$ cat config.mk
export PLATFORM = sky130hd
export DESIGN_NAME = qau_lane
export DESIGN_NICKNAME = d
export VERILOG_FILES = /design/src/rtl/qau_pkg.sv /design/src/rtl/qau_lane.sv
export SDC_FILE = /design/constraint.sdc
export NUM_CORES = 2
export LEC_CHECK = 0
export ABC_AREA = 1
export CORE_MARGIN = 4
export CORE_UTILIZATION = 60
export DETAILED_ROUTE_END_ITERATION = 8
export DONT_BUFFER_PORTS = 1
export PLACE_DENSITY = 0.76
export SKIP_CTS_REPAIR_TIMING = 1
export SLEW_MARGIN = 20
export SYNTH_ARGS = -nofsm -noshare
export SYNTH_HDL_FRONTEND = slang
export SYNTH_SLANG_ARGS = --single-unit
export TNS_END_PERCENT = 10
$ cat constraint.sdc
create_clock -name clock -period 8.85 [get_ports clock]
set_input_delay 0.885 -clock clock [delete_from_list [all_inputs] [get_ports clock]]
set_output_delay 0.885 -clock clock [all_outputs]
set_load 0.03 [all_outputs]
$ cat src/rtl/qau_pkg.sv
// Shared types and constants for the quaternion arithmetic unit.
// No dependencies; used by qau_lane, qau_div and the core top level.
package qau_pkg;

   // Product slots per lane and quaternion components per word.
   localparam int NUM_TERMS = 4;

   // Component positions inside operand and result arrays.
   localparam int COMP_X = 0;
   localparam int COMP_Y = 1;
   localparam int COMP_Z = 2;
   localparam int COMP_W = 3;

   typedef enum logic [2:0] {
      OP_ADD   = 3'd0,
      OP_SUB   = 3'd1,
      OP_MUL   = 3'd2,
      OP_ROT   = 3'd3,
      OP_INV   = 3'd4,
      OP_DOT   = 3'd5,
      OP_SCALE = 3'd6
   } op_type;

endpackage

$ cat src/rtl/qau_lane.sv
// One multiply-accumulate lane: four signed products, summed exactly,
// floored by SHIFT bits and clamped. Two register stages. Uses qau_pkg.
module qau_lane #(
   parameter int DATA_WIDTH = 16,
   parameter int SHIFT      = 12
) (
   input  logic                          clock,
   input  logic                          go,
   input  logic signed [DATA_WIDTH-1:0]  op_a [qau_pkg::NUM_TERMS],
   input  logic signed [DATA_WIDTH-1:0]  op_b [qau_pkg::NUM_TERMS],
   input  logic [qau_pkg::NUM_TERMS-1:0] neg,
   output logic signed [2*DATA_WIDTH+1:0] sum_floor,
   output logic signed [DATA_WIDTH-1:0]   sum_sat,
   output logic                           sum_clip
);

   localparam int PW = 2 * DATA_WIDTH;
   localparam int SW = 2 * DATA_WIDTH + 2;

   logic signed [PW-1:0]         prod_ff [qau_pkg::NUM_TERMS];
   logic [qau_pkg::NUM_TERMS-1:0] neg_ff;
   logic signed [SW-1:0]         total;
   logic signed [SW-1:0]         floor_in;
   logic [SW-DATA_WIDTH:0]       hi_bits;
   logic                         clip_in;
   logic signed [DATA_WIDTH-1:0] sat_in;
   logic signed [SW-1:0]         floor_ff;
   logic signed [DATA_WIDTH-1:0] sat_ff;
   logic                         clip_ff;

   always_ff @(posedge clock) begin
      if (go) begin
         for (int i = 0; i < qau_pkg::NUM_TERMS; i++) begin
            prod_ff[i] <= op_a[i] * op_b[i];
         end
         neg_ff <= neg;
      end
   end

   // exact sum, then arithmetic shift = floor
   always_comb begin
      total = '0;
      for (int i = 0; i < qau_pkg::NUM_TERMS; i++) begin
         if (neg_ff[i]) begin
            total = total - SW'(prod_ff[i]);
         end else begin
            total = total + SW'(prod_ff[i]);
         end
      end
      floor_in = total >>> SHIFT;
      hi_bits  = floor_in[SW-1:DATA_WIDTH-1];
      clip_in  = !((&hi_bits) || (~|hi_bits));
      if (clip_in) begin
         sat_in = {floor_in[SW-1], {(DATA_WIDTH-1){~floor_in[SW-1]}}};
      end else begin
         sat_in = floor_in[DATA_WIDTH-1:0];
      end
   end

   always_ff @(posedge clock) begin
      if (go) begin
         floor_ff <= floor_in;
         sat_ff   <= sat_in;
         clip_ff  <= clip_in;
      end
   end

   assign sum_floor = floor_ff;
   assign sum_sat   = sat_ff;
   assign sum_clip  = clip_ff;

endmodule

# Yosys cells after proc, flatten, opt, wreduce, memory -nomap -nowiden
# Memory sizes are Yosys's and may differ from the RTL's.
# Cells that the tools add are included.
classes:
  n_mul: 4
  n_eq_ne: 0
  mux: 7
  order_cmp: 0
  addsub: 7
  n_div: 0
  shift: 0
  n_reduce_logical: 5
  n_bitwise: 1
op_table:
  columns: ["op", "count"]
  rows:
  - ["$mux W34", 4]
  - ["$mul A16 B16 Y32", 4]
  - ["$add A34 B32 Y34", 3]
  - ["$sub A34 B32 Y34", 3]
  - ["$sub A1 B32 Y33 const A", 1]
  - ["$mux W16", 1]
  - ["$reduce_and A7 Y1", 1]
  - ["$reduce_or A7 Y1", 1]
  - ["$logic_not A1 Y1", 2]
  - ["$mux W1", 2]
  - ["$logic_or A1 B1 Y1", 1]
  - ["$not A1 Y1", 1]
totals:
  inputBits: 134
  word_cells: 29
  romBits: 0
  regBits: 43
  ramBits: 128
  latch_bits: 0
  n_memories: 1
  output_inout_bits: 51
memory_table:
  columns: ["memory", "depth", "width", "read_ports", "rd_ports_with_merged_regs", "write_ports", "line", "text"]
  rows:
  - ["prod_ff", 4, 32, 4, 0, 4, "qau_lane.sv:20", "logic signed [PW-1:0] prod_ff [qau_pkg::NUM_TERMS];"]

# Depth between registers and ports, before layout
logic_depth:
  word_depth: 12
  mapped_depth: 48
  depth_no_buf: 46

# Worst setup path after synthesis
# OpenSTA, ideal clock, no wires.
synth_path:
  kind: "reg-to-reg"
  start: "reg neg_ff[1] (netlist bit)"
  end: "reg sat_ff[6] (netlist: sum_sat[6]) (data pin)"
  path_slack_ps: 2278
  arrival_ps: 6319
  path_stages_with_launch: 41
  path_buffers: 4
  path_cell_list: "edfxtp_1 -> buf_2 -> inv_1 -> clkbuf_1 -> clkbuf_1 -> nand2_1 -> xor2_1 -> ha_1 -> a21oi_1 -> nand2_1 -> a21oi_1 -> o21ai_1 -> a21boi_1 -> o21ai_2 -> a21oi_1 -> xnor2_1 -> ha_1 -> nand2_1 -> (+5 left out) -> nand3_1 -> nand2_1 -> a21oi_1 -> xnor2_1 -> ha_1 -> nand2_1 -> inv_1 -> a221oi_1 -> o21ai_0 -> a21oi_1 -> nand2_1 -> a21oi_1 -> inv_1 -> nand3_1 -> nand3_2 -> buf_6 -> nand3_1 -> nand2_1"
synth_via:
  elab_chain_len: 9
  word_cells_on_any_way: 13
  cone_classes: "add/sub: 4; mux: 4; bitwise: 1; reduce/logical: 4"
synth_rtl:
  columns: ["element", "line", "text"]
  rows:
  - ["start, declared", "qau_lane.sv:21", "logic [qau_pkg::NUM_TERMS-1:0] neg_ff;"]
  - ["start signal, assigned", "qau_lane.sv:36", "neg_ff <= neg;"]
  - ["$mux W34 *", "qau_lane.sv:44", "if (neg_ff[i]) begin"]
  - ["$add A34 B32 Y34 / $sub A34 B32 Y34 (equally long branches)", "qau_lane.sv:47, qau_lane.sv:45", null]
  - ["$mux W34 *", "qau_lane.sv:44", null]
  - ["$add A34 B32 Y34 / $sub A34 B32 Y34 (equally long branches)", "qau_lane.sv:47, qau_lane.sv:45", null]
  - ["$mux W34 *", "qau_lane.sv:44", null]
  - ["$reduce_or A7 Y1", "qau_lane.sv:52", "clip_in = !((&hi_bits) || (~|hi_bits));"]
  - ["$logic_not A1 Y1", "qau_lane.sv:52", null]
  - ["$logic_or A1 B1 Y1", "qau_lane.sv:52", null]
  - ["$mux W16 *", "qau_lane.sv:53", "if (clip_in) begin"]
  - ["named net sat_in[6]", "qau_lane.sv:26", "logic signed [DATA_WIDTH-1:0] sat_in;"]
  - ["end signal, assigned", "qau_lane.sv:63", "sat_ff <= sat_in;"]
  - ["end, declared", "qau_lane.sv:28", "logic signed [DATA_WIDTH-1:0] sat_ff;"]
# Mark *: on every way through the listed nets, which the timed path passes. The rest lies on a longest branch.
# A chain may end at the register's enable or synchronous reset.

# Final worst setup path
layout_path:
  start: "reg neg_ff[1] (netlist bit)"
  end: "reg sat_ff[2] (netlist: sum_sat[2]) (data pin)"
# Same word-level chain as after synthesis.

==> flow_metrics.env <==
export IMPL_cts_tree="done"
export IMPL_status="finished, final reports clean"
export IMPL_worst_pin_slew_ns=0.867
export IMPL_dp_cells=7571
export IMPL_setup_viol_count_final=0
export IMPL_gp_congestion=0.950
export IMPL_routed_via_count=40933
export IMPL_coreArea_mm2=0.0886
export IMPL_routedWlPerCell_um=16.7
export IMPL_drt_iter0_drc=2721
export IMPL_drive_above_1_share_pct=2.35
export IMPL_crit_type="reg -> reg"
export IMPL_clock_sinks=171
export IMPL_setup_tns_ns=0
export IMPL_dp_final_hpwl_mm=107
export IMPL_syn_area_mm2=0.0537
export IMPL_multi_input_area_mm2=0.0408
export IMPL_yosysUniqueCellTypes=51
export IMPL_async_flop_share_pct=0
export IMPL_synth_edf_count=171
export IMPL_final_cells=7606
export IMPL_postRouteAntennaNets=0
export IMPL_synth_cells=6621
export IMPL_max_freq_mhz=127
export IMPL_fin_util_pct=61.9
export IMPL_fin_crit_sh_pct=88.9
export IMPL_ys_warnings_count=0
export IMPL_grt_pass1_vias=44088
export IMPL_grt_pass1_wl_mm=216
export IMPL_htreeDepth=4
export IMPL_cp_start_kind="flip-flop"
export IMPL_viasPerCell=5.38
export IMPL_yosysSeqAreaShare_pct=9.56
export IMPL_hold_viol=0
export IMPL_die_area_mm2=0.0943
export IMPL_synth_fp_nets=8235
export IMPL_antenna_found_initial=4
export IMPL_path_max_fanout=31
export IMPL_period_needed_ns=7.87
export IMPL_initial_core_util_pct=60.6
export IMPL_area_growth_pct=2.14
export IMPL_hold_class="in -> reg"
export IMPL_arrival_ns=8.06
export IMPL_fp_dieW_um=307
export IMPL_cts_buffers=17
export IMPL_slowest_stage="o21ai_0"
export IMPL_row_count=109
export IMPL_cp_required_ns=9.04
export IMPL_nets=8039
export IMPL_die_y_um=307
export IMPL_crit_path_end_kind="flip-flop"
export IMPL_cap_violations=0
export IMPL_synth_seq_cells=171
export IMPL_cts_root_buffer="clkbuf_16"
export IMPL_clkTransAtPathRegs_ns=0.07
export IMPL_drc=0
export IMPL_grt_max_degree=172
export IMPL_drv_slew=0
export IMPL_finalClockSkew_ns=0.0149
export IMPL_grt_use_total_pct=28.2
export IMPL_pin_count=185
export IMPL_clockBufferDepth=2
export IMPL_critPathMaxStageDelay_ns=0.48
export IMPL_routed_wirelength_mm=127
export IMPL_grt_overflow=0
export IMPL_fillers=7745
export IMPL_slew_headroom_pct=42.2
export IMPL_io_buffers=0
export IMPL_seq_area_mm2=0.00513
export IMPL_clk_latency_ns=0.46
export IMPL_rsz0062_at_grt="false"
export IMPL_ys_flop_type="edfxtp_1"
export IMPL_firstDrtPassIters=6
export IMPL_avgSynthCellArea_um2=8.11
==> registers in the layout, indices dropped and copies added (netlist names) <==
| signal | cells |
|---|---|
| sum_floor | 22 |
| sum_sat | 16 |
| prod_ff | 128 |
| neg_ff | 4 |
| sum_clip | 1 |
==> critical path: cells and delay by family (launching register included) <==
family,cells,cell delay (ns)
AO/OA/AOI/OAI,13,2.80
adder cells (fa/ha/maj),3,1.12
flip-flops,1,0.36
buffers and inverters,5,0.83
AND/OR/NAND/NOR,13,2.07
XOR/XNOR,3,0.42
==> cells in the final DEF, fill, tap and decap left out, types with 17 or more instances in the layout <==
cell type     n
nor2_1      274
or2_2        60
o21a_1       18
nor2_2       17
fa_1       1050
o21ai_0     128
ha_1        430
a21o_1       17
nand3_1      89
inv_1      1823
clkbuf_16    17
edfxtp_1    171
nand2_1    1476
nor4_1       17
a31oi_1      38
a21oi_1     273
xnor2_1     131
nor3_1       36
xor2_1      223
==> logic make-up after synthesis <==
logic type | Yosys count | synth area share (%)
and+or+nand+nor | 2022 | 15.3
buffers and inverters | 2044 | 14.4
xor gates and xnor gates | 355 | 5.80
AOI/OAI and AO/OA | 549 | 5.75
DFF | 171 | 9.56
adders and majority gates | 1480 | 49.2
==> per-layer routing <==
layer	up-vias	routed length, µm	track usage (%)
li1	18993	-	-
met1	20250	53100	38.5
met2	1430	61000	47.5
met3	260	9130	4.01
met4	0	3750	8.59
met5	-	0	0
==> synth_stat cells, types with 2 or more instances <==
library cell	instances	area, µm²
inv_1	1823	6840
nand2_1	1476	5540
fa_1	1050	21000
ha_1	430	5380
nor2_1	274	1030
a21oi_1	273	1370
xor2_1	223	1950
clkbuf_1	203	762
edfxtp_1	171	5130
xnor2_1	131	1150
o21ai_0	128	641
nand3_1	89	445
or2_2	60	375
a31oi_1	38	238
nor3_1	36	180
o21a_1	18	135
a21o_1	17	128
nor2_2	17	106
nor4_1	17	106
nand4_1	16	100
buf_4	13	97.6
nand3_2	13	130
o21bai_1	13	97.6
o211ai_1	11	82.6
o21ai_1	10	50.1
a21boi_0	8	60.1
nand2_2	8	50.1
nor3_2	6	60.1
o31ai_1	6	45.0
a21boi_1	4	30.0
nand3b_1	4	30.0
o2111ai_1	4	35.0
o21ai_2	4	35.0
o221ai_1	4	35.0
buf_6	3	33.8
a211oi_1	2	15.0
a221oi_1	2	17.5
and2_1	2	12.5
o41ai_1	2	17.5
==> stage by stage <==
step / hold WS (ns) / instance area, µm² / setup WS, ns
after detailed placement: 0.985 / 54300 / 0.845
after global placement: 0.985 / 54300 / 1.02
after global routing: 0.497 / 54800 / 0.184
final: 0.521 / 54800 / 0.981
after floorplan: 0.909 / 53700 / 2.28
after CTS: 0.494 / 54800 / 0.802
==> worst paths after layout <==
kind                                               start                endpoint  slack [ns]  cells after the start
worst max-delay path                 neg_ff[1]$_DFFE_PP_    sum_sat[2]$_DFFE_PP_        0.98                     37
worst min-delay path                              neg[3]     neg_ff[3]$_DFFE_PP_        0.52                      0
worst max register to register       neg_ff[1]$_DFFE_PP_    sum_sat[2]$_DFFE_PP_        0.98                     37
worst min register to register  prod_ff[3][15]$_DFFE_PP_  sum_floor[3]$_DFFE_PP_        1.09                      4
==> layout make-up <==
type	instances	share of cell area (%)
diodes	4	0.0182
clock buffers	18	0.782
clock inverters	13	0.171
inverters	1824	12.5
multi-input cells	4406	74.4
flip-flops and latches	171	9.36
well taps	1165	2.66
repair buffers	5	0.0912
Power is not shown: default switching activity piles up to over one toggle a cycle in this logic, so the estimate is an artifact.
